## src/rtl/bka_pkg.sv

```systemverilog
`timescale 1ns / 1ps
// ----------------------------------------------------------------------------
// bka_pkg
// Shared types and constants of the button-to-key auto-repeat mapper.
// ----------------------------------------------------------------------------
package bka_pkg;

    localparam int MAP_DEPTH = 16;
    localparam int PAD_COUNT = 4;

    localparam int MAP_IW = (MAP_DEPTH > 1) ? $clog2(MAP_DEPTH) : 1;
    localparam int MAP_CW = $clog2(MAP_DEPTH + 1);
    localparam int PAD_IW = (PAD_COUNT > 1) ? $clog2(PAD_COUNT) : 1;

    typedef enum logic [2:0] {
        OP_POLL    = 3'd0,
        OP_ADD     = 3'd1,
        OP_REM_BTN = 3'd2,
        OP_REM_KEY = 3'd3,
        OP_CLEAR   = 3'd4
    } t_op;

    typedef enum logic [1:0] {
        KIND_DOWN = 2'd0,
        KIND_UP   = 2'd1,
        KIND_DONE = 2'd2
    } t_kind;

    typedef enum logic [1:0] {
        STAT_OK     = 2'd0,
        STAT_EXISTS = 2'd1,
        STAT_FULL   = 2'd2
    } t_status;

    typedef enum logic [1:0] {
        S_IDLE,
        S_SCAN,
        S_FIN
    } t_state;

    // register index (paddr[2])
    localparam logic REG_EVENTS_ENABLE = 1'b0;

    localparam logic [31:0] MSG_DOWN      = 32'h00ff_0001;
    localparam logic [31:0] MSG_UP        = 32'hc0ff_0001;
    localparam logic [31:0] MSG_PREV_DOWN = 32'h4000_0000;

    typedef struct packed {
        logic [1:0]  ctl;
        logic [15:0] button;
        logic [7:0]  key;
        logic [15:0] period;
        logic [31:0] last_press;
    } t_slot;

    localparam int SLOT_W = $bits(t_slot);

    // per-item context seen by the slot evaluator
    typedef struct packed {
        logic [1:0]  ctl;
        logic [15:0] pad;
        logic [31:0] now;
        logic [15:0] mbtn;
        logic [7:0]  key;
        logic [15:0] prev_btn;
        logic        adv;
        logic        disp;
    } t_scan;

    typedef struct packed {
        logic        sel;
        logic        btn_hit;
        logic        key_hit;
        logic        emit;
        logic        is_down;
        logic [31:0] msg;
        logic [31:0] new_lp;
    } t_eval;

endpackage

```

## src/rtl/button_to_key_autorepeat.sv

```systemverilog
`timescale 1ns / 1ps
// ----------------------------------------------------------------------------
// button_to_key_autorepeat
// Maps controller buttons to key events with auto-repeat, over a slot table.
// ----------------------------------------------------------------------------
// One word at a time. A table op (add, remove by button, remove by key,
// clear) and a poll that dispatches walk every slot through one evaluation
// unit fed by the slot RAM read port, pipelined one deep behind the read,
// one slot per cycle while no event word waits on the output, and then
// load the done word. A poll that does not dispatch, and an unknown op,
// skip the scan and go straight to the done word. Key events come out in
// slot order, and each input ends with one done word (last = 1). The input
// is not ready until that done word has been loaded. No clearing pass after
// reset: slot and pad valid bits reset in flops.
module button_to_key_autorepeat (
    input  logic        i_clk,
    input  logic        i_rst_n,
    // APB-style configuration port
    input  logic        psel,
    input  logic        penable,
    input  logic        pwrite,
    input  logic [2:0]  paddr,
    input  logic [31:0] pwdata,
    output logic [31:0] prdata,
    output logic        pready,
    // input channel
    input  logic        i_in_valid,
    output logic        o_in_ready,
    input  logic [2:0]  i_op,
    input  logic [1:0]  i_controller,
    input  logic        i_connected,
    input  logic [15:0] i_pad_buttons,
    input  logic [31:0] i_packet_number,
    input  logic [31:0] i_tick_now,
    input  logic [15:0] i_mapped_button,
    input  logic [7:0]  i_key_code,
    input  logic [15:0] i_repeat_period,
    // output channel
    output logic        o_out_valid,
    input  logic        i_out_ready,
    output logic [1:0]  o_kind,
    output logic [7:0]  o_key_out,
    output logic [31:0] o_message_word,
    output logic [1:0]  o_status,
    output logic        o_connected_out,
    output logic        o_last
);

    localparam int MAP_DEPTH = bka_pkg::MAP_DEPTH;
    localparam int PAD_COUNT = bka_pkg::PAD_COUNT;
    localparam int MAP_IW    = bka_pkg::MAP_IW;
    localparam int MAP_CW    = bka_pkg::MAP_CW;
    localparam int PAD_IW    = bka_pkg::PAD_IW;

    // control state
    bka_pkg::t_state        r_state, n_state;
    logic                   r_en;
    logic [MAP_DEPTH-1:0]   r_valid, n_valid;
    logic [PAD_COUNT-1:0]   r_present, n_present;
    logic [MAP_CW-1:0]      r_idx, n_idx;
    logic                   r_ev_vld, n_ev_vld;
    logic                   r_out_vld, n_out_vld;

    // item and scan payload
    logic [2:0]             r_op, n_op;
    logic [1:0]             r_ctl, n_ctl;
    logic                   r_conn, n_conn;
    logic                   r_inrange, n_inrange;
    logic [15:0]            r_pad, n_pad;
    logic [31:0]            r_pkt, n_pkt;
    logic [31:0]            r_now, n_now;
    logic [15:0]            r_mbtn, n_mbtn;
    logic [7:0]             r_key, n_key;
    logic [15:0]            r_per, n_per;
    logic [15:0]            r_prev_sel, n_prev_sel;
    logic                   r_adv, n_adv;
    logic                   r_disp, n_disp;
    logic [MAP_IW-1:0]      r_ev_idx, n_ev_idx;
    logic                   r_found, n_found;
    logic                   r_free_found, n_free_found;
    logic [MAP_IW-1:0]      r_free_idx, n_free_idx;
    logic [15:0]            r_prev_btn [PAD_COUNT];
    logic [15:0]            n_prev_btn [PAD_COUNT];
    logic [31:0]            r_prev_pkt [PAD_COUNT];
    logic [31:0]            n_prev_pkt [PAD_COUNT];

    // output word
    bka_pkg::t_kind         r_kind, n_kind;
    logic [7:0]             r_key_out, n_key_out;
    logic [31:0]            r_msg, n_msg;
    bka_pkg::t_status       r_status, n_status;
    logic                   r_conn_out, n_conn_out;
    logic                   r_last, n_last;

    // slot RAM
    logic                   ram_we;
    logic [MAP_IW-1:0]      ram_waddr;
    bka_pkg::t_slot         ram_wdata;
    logic                   ram_re;
    logic [bka_pkg::SLOT_W-1:0] ram_rdata;
    bka_pkg::t_slot         rd_slot;

    bka_pkg::t_scan         ctx;
    bka_pkg::t_eval         ev;

    logic [PAD_IW-1:0]      in_pidx;
    logic [PAD_IW-1:0]      pidx;
    logic                   in_range;
    logic                   in_disp;
    logic                   need_scan;
    logic                   out_free;
    logic                   issue;
    logic                   advance;
    logic                   cfg_wr;

    // ---------------- configuration ----------------
    assign pready = 1'b1;
    assign cfg_wr = psel && penable && pwrite && pready && (paddr[2] == bka_pkg::REG_EVENTS_ENABLE);
    assign prdata = (paddr[2] == bka_pkg::REG_EVENTS_ENABLE) ? {31'd0, r_en} : 32'd0;

    always_ff @(posedge i_clk) begin
        if (!i_rst_n) begin
            r_en <= 1'b0;
        end else if (cfg_wr) begin
            r_en <= pwdata[0];
        end
    end

    // ---------------- slot table ----------------
    bka_ram #(
        .WIDTH (bka_pkg::SLOT_W),
        .DEPTH (MAP_DEPTH)
    ) u_slot_ram (
        .i_clk   (i_clk),
        .i_we    (ram_we),
        .i_waddr (ram_waddr),
        .i_wdata (ram_wdata),
        .i_re    (ram_re),
        .i_raddr (r_idx[MAP_IW-1:0]),
        .o_rdata (ram_rdata)
    );

    assign rd_slot = bka_pkg::t_slot'(ram_rdata);

    always_comb begin
        ctx.ctl      = r_ctl;
        ctx.pad      = r_pad;
        ctx.now      = r_now;
        ctx.mbtn     = r_mbtn;
        ctx.key      = r_key;
        ctx.prev_btn = r_prev_sel;
        ctx.adv      = r_adv;
        ctx.disp     = r_disp;
    end

    bka_slot_eval u_eval (
        .i_slot       (rd_slot),
        .i_slot_valid (r_valid[r_ev_idx]),
        .i_ctx        (ctx),
        .o_eval       (ev)
    );

    // ---------------- sequencer ----------------
    assign in_pidx  = i_controller[PAD_IW-1:0];
    assign pidx     = r_ctl[PAD_IW-1:0];
    assign in_range = {1'b0, i_controller} < 3'(PAD_COUNT);
    assign in_disp  = (i_op == bka_pkg::OP_POLL) && in_range && i_connected && r_en
                      && r_present[in_pidx];
    assign out_free = !r_out_vld || i_out_ready;
    assign issue    = (r_idx != MAP_CW'(MAP_DEPTH));
    // an event word may only leave the eval stage into a free output register
    assign advance  = !(r_ev_vld && ev.emit && !out_free);
    assign o_in_ready = (r_state == bka_pkg::S_IDLE);

    always_comb begin
        unique case (i_op) inside
            bka_pkg::OP_POLL: need_scan = in_disp;
            bka_pkg::OP_ADD, bka_pkg::OP_REM_BTN, bka_pkg::OP_REM_KEY,
            bka_pkg::OP_CLEAR: need_scan = 1'b1;
            default: need_scan = 1'b0;
        endcase
    end

    always_comb begin
        n_state      = r_state;
        n_valid      = r_valid;
        n_present    = r_present;
        n_idx        = r_idx;
        n_ev_vld     = r_ev_vld;
        n_out_vld    = r_out_vld;
        n_op         = r_op;
        n_ctl        = r_ctl;
        n_conn       = r_conn;
        n_inrange    = r_inrange;
        n_pad        = r_pad;
        n_pkt        = r_pkt;
        n_now        = r_now;
        n_mbtn       = r_mbtn;
        n_key        = r_key;
        n_per        = r_per;
        n_prev_sel   = r_prev_sel;
        n_adv        = r_adv;
        n_disp       = r_disp;
        n_ev_idx     = r_ev_idx;
        n_found      = r_found;
        n_free_found = r_free_found;
        n_free_idx   = r_free_idx;
        n_prev_btn   = r_prev_btn;
        n_prev_pkt   = r_prev_pkt;
        n_kind       = r_kind;
        n_key_out    = r_key_out;
        n_msg        = r_msg;
        n_status     = r_status;
        n_conn_out   = r_conn_out;
        n_last       = r_last;
        ram_we       = 1'b0;
        ram_re       = 1'b0;
        ram_waddr    = r_ev_idx;
        ram_wdata    = rd_slot;
        ram_wdata.last_press = ev.new_lp;

        if (r_out_vld && i_out_ready) begin
            n_out_vld = 1'b0;
        end

        unique case (r_state)
            bka_pkg::S_IDLE: begin
                if (i_in_valid) begin
                    n_op         = i_op;
                    n_ctl        = i_controller;
                    n_conn       = i_connected;
                    n_inrange    = in_range;
                    n_pad        = i_pad_buttons;
                    n_pkt        = i_packet_number;
                    n_now        = i_tick_now;
                    n_mbtn       = i_mapped_button;
                    n_key        = i_key_code;
                    n_per        = i_repeat_period;
                    n_prev_sel   = r_prev_btn[in_pidx];
                    n_adv        = r_prev_pkt[in_pidx] < i_packet_number;
                    n_disp       = in_disp;
                    n_idx        = '0;
                    n_ev_vld     = 1'b0;
                    n_found      = 1'b0;
                    n_free_found = 1'b0;
                    n_state      = need_scan ? bka_pkg::S_SCAN : bka_pkg::S_FIN;
                end
            end
            bka_pkg::S_SCAN: begin
                if (!issue && !r_ev_vld) begin
                    n_state = bka_pkg::S_FIN;
                end else if (advance) begin
                    if (issue) begin
                        ram_re = 1'b1;
                        n_idx  = r_idx + MAP_CW'(1);
                    end
                    n_ev_vld = issue;
                    n_ev_idx = r_idx[MAP_IW-1:0];
                    if (r_ev_vld) begin
                        unique case (r_op)
                            bka_pkg::OP_POLL: begin
                                if (ev.emit) begin
                                    ram_we     = 1'b1;
                                    n_out_vld  = 1'b1;
                                    n_kind     = ev.is_down ? bka_pkg::KIND_DOWN
                                                            : bka_pkg::KIND_UP;
                                    n_key_out  = rd_slot.key;
                                    n_msg      = ev.msg;
                                    n_status   = bka_pkg::STAT_OK;
                                    n_conn_out = 1'b0;
                                    n_last     = 1'b0;
                                end
                            end
                            bka_pkg::OP_ADD: begin
                                if (ev.btn_hit) begin
                                    n_found = 1'b1;
                                end
                                if (!r_valid[r_ev_idx] && !r_free_found) begin
                                    n_free_found = 1'b1;
                                    n_free_idx   = r_ev_idx;
                                end
                            end
                            bka_pkg::OP_REM_BTN: begin
                                if (ev.btn_hit && !r_found) begin
                                    n_found           = 1'b1;
                                    n_valid[r_ev_idx] = 1'b0;
                                end
                            end
                            bka_pkg::OP_REM_KEY: begin
                                if (ev.key_hit && !r_found) begin
                                    n_found           = 1'b1;
                                    n_valid[r_ev_idx] = 1'b0;
                                end
                            end
                            bka_pkg::OP_CLEAR: begin
                                if (ev.sel) begin
                                    n_valid[r_ev_idx] = 1'b0;
                                end
                            end
                            default: begin
                            end
                        endcase
                    end
                end
            end
            bka_pkg::S_FIN: begin
                if (out_free) begin
                    n_out_vld  = 1'b1;
                    n_kind     = bka_pkg::KIND_DONE;
                    n_key_out  = 8'd0;
                    n_msg      = 32'd0;
                    n_status   = bka_pkg::STAT_OK;
                    n_conn_out = 1'b0;
                    n_last     = 1'b1;
                    if (r_op == bka_pkg::OP_POLL) begin
                        n_conn_out = r_conn;
                        if (r_inrange) begin
                            n_present[pidx] = r_conn;
                            if (r_conn) begin
                                n_prev_btn[pidx] = r_pad;
                                n_prev_pkt[pidx] = r_pkt;
                            end
                        end
                    end
                    if (r_op == bka_pkg::OP_ADD) begin
                        if (r_found) begin
                            n_status = bka_pkg::STAT_EXISTS;
                        end else if (r_free_found) begin
                            ram_we               = 1'b1;
                            ram_waddr            = r_free_idx;
                            ram_wdata.ctl        = r_ctl;
                            ram_wdata.button     = r_mbtn;
                            ram_wdata.key        = r_key;
                            ram_wdata.period     = r_per;
                            ram_wdata.last_press = 32'd0;
                            n_valid[r_free_idx]  = 1'b1;
                        end else begin
                            n_status = bka_pkg::STAT_FULL;
                        end
                    end
                    n_state = bka_pkg::S_IDLE;
                end
            end
            default: n_state = bka_pkg::S_IDLE;
        endcase
    end

    always_ff @(posedge i_clk) begin
        if (!i_rst_n) begin
            r_state   <= bka_pkg::S_IDLE;
            r_valid   <= '0;
            r_present <= '0;
            r_idx     <= '0;
            r_ev_vld  <= 1'b0;
            r_out_vld <= 1'b0;
        end else begin
            r_state   <= n_state;
            r_valid   <= n_valid;
            r_present <= n_present;
            r_idx     <= n_idx;
            r_ev_vld  <= n_ev_vld;
            r_out_vld <= n_out_vld;
        end
    end

    always_ff @(posedge i_clk) begin
        r_op         <= n_op;
        r_ctl        <= n_ctl;
        r_conn       <= n_conn;
        r_inrange    <= n_inrange;
        r_pad        <= n_pad;
        r_pkt        <= n_pkt;
        r_now        <= n_now;
        r_mbtn       <= n_mbtn;
        r_key        <= n_key;
        r_per        <= n_per;
        r_prev_sel   <= n_prev_sel;
        r_adv        <= n_adv;
        r_disp       <= n_disp;
        r_ev_idx     <= n_ev_idx;
        r_found      <= n_found;
        r_free_found <= n_free_found;
        r_free_idx   <= n_free_idx;
        r_prev_btn   <= n_prev_btn;
        r_prev_pkt   <= n_prev_pkt;
        r_kind       <= n_kind;
        r_key_out    <= n_key_out;
        r_msg        <= n_msg;
        r_status     <= n_status;
        r_conn_out   <= n_conn_out;
        r_last       <= n_last;
    end

    assign o_out_valid     = r_out_vld;
    assign o_kind          = r_kind;
    assign o_key_out       = r_key_out;
    assign o_message_word  = r_msg;
    assign o_status        = r_status;
    assign o_connected_out = r_conn_out;
    assign o_last          = r_last;

    // ---------------- assertions ----------------
    a_ev_only_in_scan: assert property (@(posedge i_clk) disable iff (!i_rst_n)
        r_ev_vld |-> (r_state == bka_pkg::S_SCAN))
        else $error("eval stage busy outside scan");

    a_event_needs_dispatch: assert property (@(posedge i_clk) disable iff (!i_rst_n)
        (o_out_valid && !o_last) |-> r_disp)
        else $error("key event from a poll that does not dispatch");

    a_done_after_fin: assert property (@(posedge i_clk) disable iff (!i_rst_n)
        (r_state == bka_pkg::S_FIN && n_state == bka_pkg::S_IDLE)
        |=> (o_out_valid && o_last))
        else $error("done word missing at end of item");

    a_scan_write_addr: assert property (@(posedge i_clk) disable iff (!i_rst_n)
        (ram_we && r_state == bka_pkg::S_SCAN) |-> (r_ev_vld && ram_waddr == r_ev_idx))
        else $error("slot write away from the evaluated slot");

endmodule

```

## src/rtl/bka_ram.sv

```systemverilog
`timescale 1ns / 1ps
// ----------------------------------------------------------------------------
// bka_ram
// Generic simple dual-port RAM: one write port, one read port, registered read.
// ----------------------------------------------------------------------------
module bka_ram #(
    parameter int WIDTH = 8,
    parameter int DEPTH = 16,
    localparam int AW = (DEPTH > 1) ? $clog2(DEPTH) : 1
) (
    input  logic             i_clk,
    input  logic             i_we,
    input  logic [AW-1:0]    i_waddr,
    input  logic [WIDTH-1:0] i_wdata,
    input  logic             i_re,
    input  logic [AW-1:0]    i_raddr,
    output logic [WIDTH-1:0] o_rdata
);

    logic [WIDTH-1:0] r_mem [DEPTH];
    logic [WIDTH-1:0] r_rdata;

    always_ff @(posedge i_clk) begin
        if (i_we) begin
            r_mem[i_waddr] <= i_wdata;
        end
        if (i_re) begin
            r_rdata <= r_mem[i_raddr];
        end
    end

    assign o_rdata = r_rdata;

endmodule

```

## src/rtl/bka_slot_eval.sv

```systemverilog
`timescale 1ns / 1ps
// ----------------------------------------------------------------------------
// bka_slot_eval
// Evaluates one mapping slot: ownership and lookup matches, and the press /
// release decision with its message word and new last-press tick.
// ----------------------------------------------------------------------------
module bka_slot_eval (
    input  bka_pkg::t_slot i_slot,
    input  logic           i_slot_valid,
    input  bka_pkg::t_scan i_ctx,
    output bka_pkg::t_eval o_eval
);

    logic        sel;
    logic        was;
    logic        pressed;
    logic        lp_zero;
    logic [31:0] elapsed;
    logic        fire;
    logic        down;
    logic        up;

    always_comb begin
        sel     = i_slot_valid && (i_slot.ctl == i_ctx.ctl);
        was     = (i_ctx.prev_btn & i_slot.button) != 16'd0;
        pressed = (i_ctx.pad & i_slot.button) != 16'd0;
        lp_zero = (i_slot.last_press == 32'd0);
        // wrapping tick difference
        elapsed = i_ctx.now - i_slot.last_press;
        fire    = ((i_slot.period != 16'd0) && (elapsed >= {16'd0, i_slot.period}))
                  || ((i_slot.period == 16'd0) && !was) || lp_zero;
        down    = i_ctx.disp && sel && pressed && fire;
        up      = i_ctx.disp && sel && !pressed && i_ctx.adv && !lp_zero;

        o_eval.sel     = sel;
        o_eval.btn_hit = sel && (i_slot.button == i_ctx.mbtn);
        o_eval.key_hit = sel && (i_slot.key == i_ctx.key);
        o_eval.emit    = down || up;
        o_eval.is_down = down;
        o_eval.msg     = down ? (bka_pkg::MSG_DOWN | (was ? bka_pkg::MSG_PREV_DOWN : 32'd0))
                              : bka_pkg::MSG_UP;
        o_eval.new_lp  = down ? i_ctx.now : 32'd0;
    end

endmodule

```

## config.mk

```make
export PLATFORM = sky130hd
export DESIGN_NAME = button_to_key_autorepeat
export DESIGN_NICKNAME = d
export VERILOG_FILES = /design/src/rtl/bka_pkg.sv /design/src/rtl/button_to_key_autorepeat.sv /design/src/rtl/bka_ram.sv /design/src/rtl/bka_slot_eval.sv
export SDC_FILE = /design/constraint.sdc
export NUM_CORES = 2
export LEC_CHECK = 0
export BUFFER_PORTS_ARGS = -buffer_cell sky130_fd_sc_hd__buf_2
export CAP_MARGIN = 20
export CORE_AREA = 2 2 253 442
export CTS_CLUSTER_DIAMETER = 200
export CTS_CLUSTER_SIZE = 16
export DETAILED_ROUTE_END_ITERATION = 6
export DIE_AREA = 0 0 255 444
export PLACE_DENSITY = 0.79
export REMOVE_ABC_BUFFERS = 1
export SYNTH_ARGS = -nofsm -noshare
export SYNTH_HDL_FRONTEND = slang
export SYNTH_HIERARCHICAL = 1
export SYNTH_SLANG_ARGS = --single-unit
```

## constraint.sdc

```tcl
create_clock -name i_clk -period 12.1 [get_ports i_clk]
set_clock_uncertainty 0.1 [all_clocks]
set_input_delay 2.42 -clock i_clk [delete_from_list [all_inputs] [get_ports i_clk]]
set_output_delay 2.42 -clock i_clk [all_outputs]
set_load 0.02 [all_outputs]
```

==> impl_metrics.csv <==
group,metric,value,unit
synth,synth.avg_cell_area,19.66,um2
placed_design,place_area,69740,um2
timing,worst_slack,3.658,ns
global_routing,grt_max_degree,154,
global_routing,top_usage_layer,"met2",
synth,synth_warnings,6,
routing,vias_per_cell,6.592,
routing,wl,151600,um
floorplanning,start_util,61.39,%
floorplanning,dieArea,113200,um2
placed_design,dp_cells,4972,
cts,post_cts_buffers,0,
cts,clk_pin_slew_worst_paths,0.07,ns
synth,netlist_area,67400,um2
timing,period_needed,8.442,ns
setup_path,startpoint_type,"flop",
routing,detail-route-antenna-nets,0,
global_routing,grt_overflow,0,
setup_path,worstPathMaxFanout,51,
cts,holdBufCountCts,0,
setup_path,slowest_delay,0.84,ns
routing,dr.pass1.iters,6,
global_routing,track_usage,27.12,%
finish,drive_gt1_share,22.63,%
synth,ys_ff_latch,1680,
setup_path,cp-startpoint,"u_slot_ram/o_rdata[0]$_DFFE_PP_",
min_path,hold_path_class,"flop to flop",
global_routing,antenna_found_initial,12,
setup_path,r2r-end,"u_slot_ram/r_mem[0][34]$_DFFE_PP_",
global_routing,grt_util_met3,4.822,%
timing,worst_slew_pin_slew,1.191,ns
synth,ys_seq_area_share,74.41,%
routing,via_count,33790,
setup_path,r2r-start,"u_slot_ram/o_rdata[0]$_DFFE_PP_",
setup_path,cpMaxStageDelayCell,"buf_4",
cts,clock_sinks,1680,
outcome,outcome,"complete, no violations",
power,vdd_drop_max,0.1371,mV
setup_path,r2r_cells,29,
timing,hold_viol,0,
power,power.density,153.3,nW/um2
floorplanning,io_pins,249,
timing,slew-limit-headroom,20.63,%
timing,rsz0062_at_grt,"no",
power,leakagePower,21.89,nW
power,finalPower,11.17,mW
global_routing,met2_usage,47.27,%
placed_design,gp_congestion,0.9271,
setup_path,cpMostUsedCell,"a21oi_1",
timing,fmax,118.5,MHz
timing,maxSlewViolCount,0,
setup_path,endpoint,"u_slot_ram/r_mem[0][34]$_DFFE_PP_",
run,maxCapViolations,0,
cts,clockBufferDepth,3,
finish,final_util,66.35,%
timing,setup_violations,0,
synth,syn_inst,3429,
timing,fin_tns_setup,0,ns
global_routing,grt_pass1_vias,34680,
routing,drtIter0Drc,3906,
setup_path,required,12.37,ns
setup_path,worst_ep_arrival_time,8.71,ns
cts,clock_latency,0.76,ns
finish,area_delta_synth_final,8.083,%
synth,synthArstFlopShare,0,%
floorplanning,fp.dieH,444,um
routing,drc,0,
floorplanning,row_count,161,
finish,instances_no_fill,5125,
cts,h-tree-depth,3,
timing,fin_crit_sh,69.77,%
synth,ys_types,87,
cts,cts_buffers,114,
timing,holdWs,0.3995,ns
global_routing,use_met1,33.76,%
cts,ctsResizeCount,0,
placed_design,hpwl,82950,um
global_routing,grt_pass1_wl,221800,um
synth,synth_edf_count,1650,
setup_path,rrSetupSlack,3.66,ns
cts,cts_tree,"built",
setup_path,critical_path.endpoint_type,"flop",
finish,design_area,72850,um2
cts,root_buffer,"clkbuf_16",
floorplanning,die_w,255,um
finish,nets,3875,
routing,routedWlPerCell,29.58,um
floorplanning,coreArea,109800,um2
synth,synth_flop_cell,"edfxtp_1",
placed_design,io_buffers,183,
setup_path,crit_type,"flop to flop",
placed_design,place_ws,3.299,ns
[layer usage]
metal  vias to the layer above  wire length (um)
met5                         -                77
met4                        12              6269
met2                      1915             79750
met3                       345             12840
met1                     17370             52680
li1                      14140                 -
[critical path: cells and delay by family, from the launching register on]
| kind | cells | cell delay (ns) |
|---|---|---|
| xor gates and xnor gates | 1 | 0.18 |
| adders and majority gates | 3 | 0.94 |
| DFF | 1 | 0.40 |
| AOI/OAI and AO/OA | 10 | 1.87 |
| buffers and inverters | 3 | 1.50 |
| and+or+nand+nor | 12 | 2.97 |
[cells in the mapped netlist, types with 6 or more instances]
cell          n  share of area, %
nor3_1       13             0.097
nand3_1      30              0.22
xnor2_1      22              0.29
a21o_1       14              0.16
a21oi_1      58              0.43
o21a_1       12              0.13
nand2_1     126              0.70
a211oi_2     12              0.22
nor2_1       56              0.31
xor2_1       28              0.36
a22oi_1     159               1.8
a31oi_1      13              0.12
nor2b_1      88              0.82
inv_1       132              0.74
nand3b_1      7             0.078
and2_1        8             0.074
dfxtp_1      30              0.89
o211ai_1     19              0.21
nand4_1      32              0.30
mux4_2      346                12
nor4_1       22              0.20
a211oi_1     33              0.37
buf_6        19              0.32
o2111ai_1     6             0.078
edfxtp_1   1650                74
mux2i_1      11              0.16
ha_1         83               1.5
clkbuf_1     63              0.35
buf_4        80              0.89
buf_1        15             0.084
mux2_2       46              0.77
buf_2        36              0.27
nand2b_1     13              0.12
o21ai_0      37              0.27
[cell families (layout without fill, tap and decap cells)]
family | count (synthesis) | after routing | synth area share (%)
muxes | 406 | 406 | 12.61
xor gates and xnor gates | 50 | 50 | 0.6497
AOI/OAI and AO/OA | 416 | 416 | 4.535
and+or+nand+nor | 437 | 437 | 3.444
adders and majority gates | 84 | 84 | 1.571
DFF | 1680 | 1680 | 74.41
buffers and inverters | 352 | 515 | 2.762
other | 4 | 70 | 0.02227
[worst min path at each step]
stage | to | depth (start not counted) | startpoint
after floorplan | r_valid[15]$_SDFFE_PN0P_ | 2 | r_valid[15]$_SDFFE_PN0P_
after global placement | r_prev_pkt[106]$_DFFE_PP_ | 0 | r_pkt[10]$_DFFE_PP_
after CTS | r_prev_pkt[15]$_DFFE_PP_ | 0 | r_pkt[15]$_DFFE_PP_
after global routing | r_prev_pkt[65]$_DFFE_PP_ | 0 | r_pkt[1]$_DFFE_PP_
final | r_prev_pkt[15]$_DFFE_PP_ | 0 | r_pkt[15]$_DFFE_PP_
after detailed placement | r_prev_pkt[34]$_DFFE_PP_ | 0 | r_pkt[2]$_DFFE_PP_
[sequential cells by signal (all words and copies together) (netlist names), 3 cells and up]
name and cells:
r_per 16, r_now 32, r_valid 16, u_slot_ram/r_mem 1184, o_message_word 32, r_pkt 32
r_key 8, r_op 3, u_slot_ram/o_rdata 74, o_key_out 8, r_present 4, r_pad 16
r_free_idx 4, r_prev_btn 64, r_idx 5, r_mbtn 16, r_prev_sel 16, r_prev_pkt 128
r_ev_idx 4
[layout make-up]
| type | count | area, um2 |
|---|---|---|
| clock buffer | 136 | 2935 |
| fill | 6793 | 36940 |
| tap | 1467 | 1836 |
| clock inverter | 7 | 118.9 |
| timing repair buffer | 240 | 1484 |
| sequential | 1680 | 50160 |
| multi-input combinational | 1455 | 15800 |
| antenna | 8 | 20.02 |
| inverter | 132 | 495.5 |
[report_power, final]
group / internal [mW] / total, mW / switching, mW
clock: 1.70 / 3.52 / 1.82
sequential: 6.59 / 6.71 / 0.124
combinational: 0.347 / 0.944 / 0.596
total: 8.63 / 11.2 / 2.54
[layout by cell type (no fill, tap or decap), drive strengths merged, types with 13 or more instances in the layout]
cell type | netlist | final
mux4 | 349 | 349
edfxtp | 1650 | 1650
nand3 | 30 | 30
dfxtp | 30 | 30
a22oi | 159 | 159
a21o | 14 | 14
nand4 | 32 | 32
mux2 | 46 | 46
ha | 83 | 83
nand2 | 126 | 126
o21ai | 41 | 41
xnor2 | 22 | 22
buf | 150 | 239
nor4 | 23 | 23
inv | 132 | 135
a31oi | 14 | 14
nor2b | 88 | 88
nor2 | 59 | 59
o211ai | 19 | 19
nor3 | 13 | 13
xor2 | 28 | 28
clkbuf | 70 | 137
nand2b | 13 | 13
a211oi | 45 | 45
conb | 4 | 62
a21oi | 60 | 60
Power figures use the tool's default switching activity.
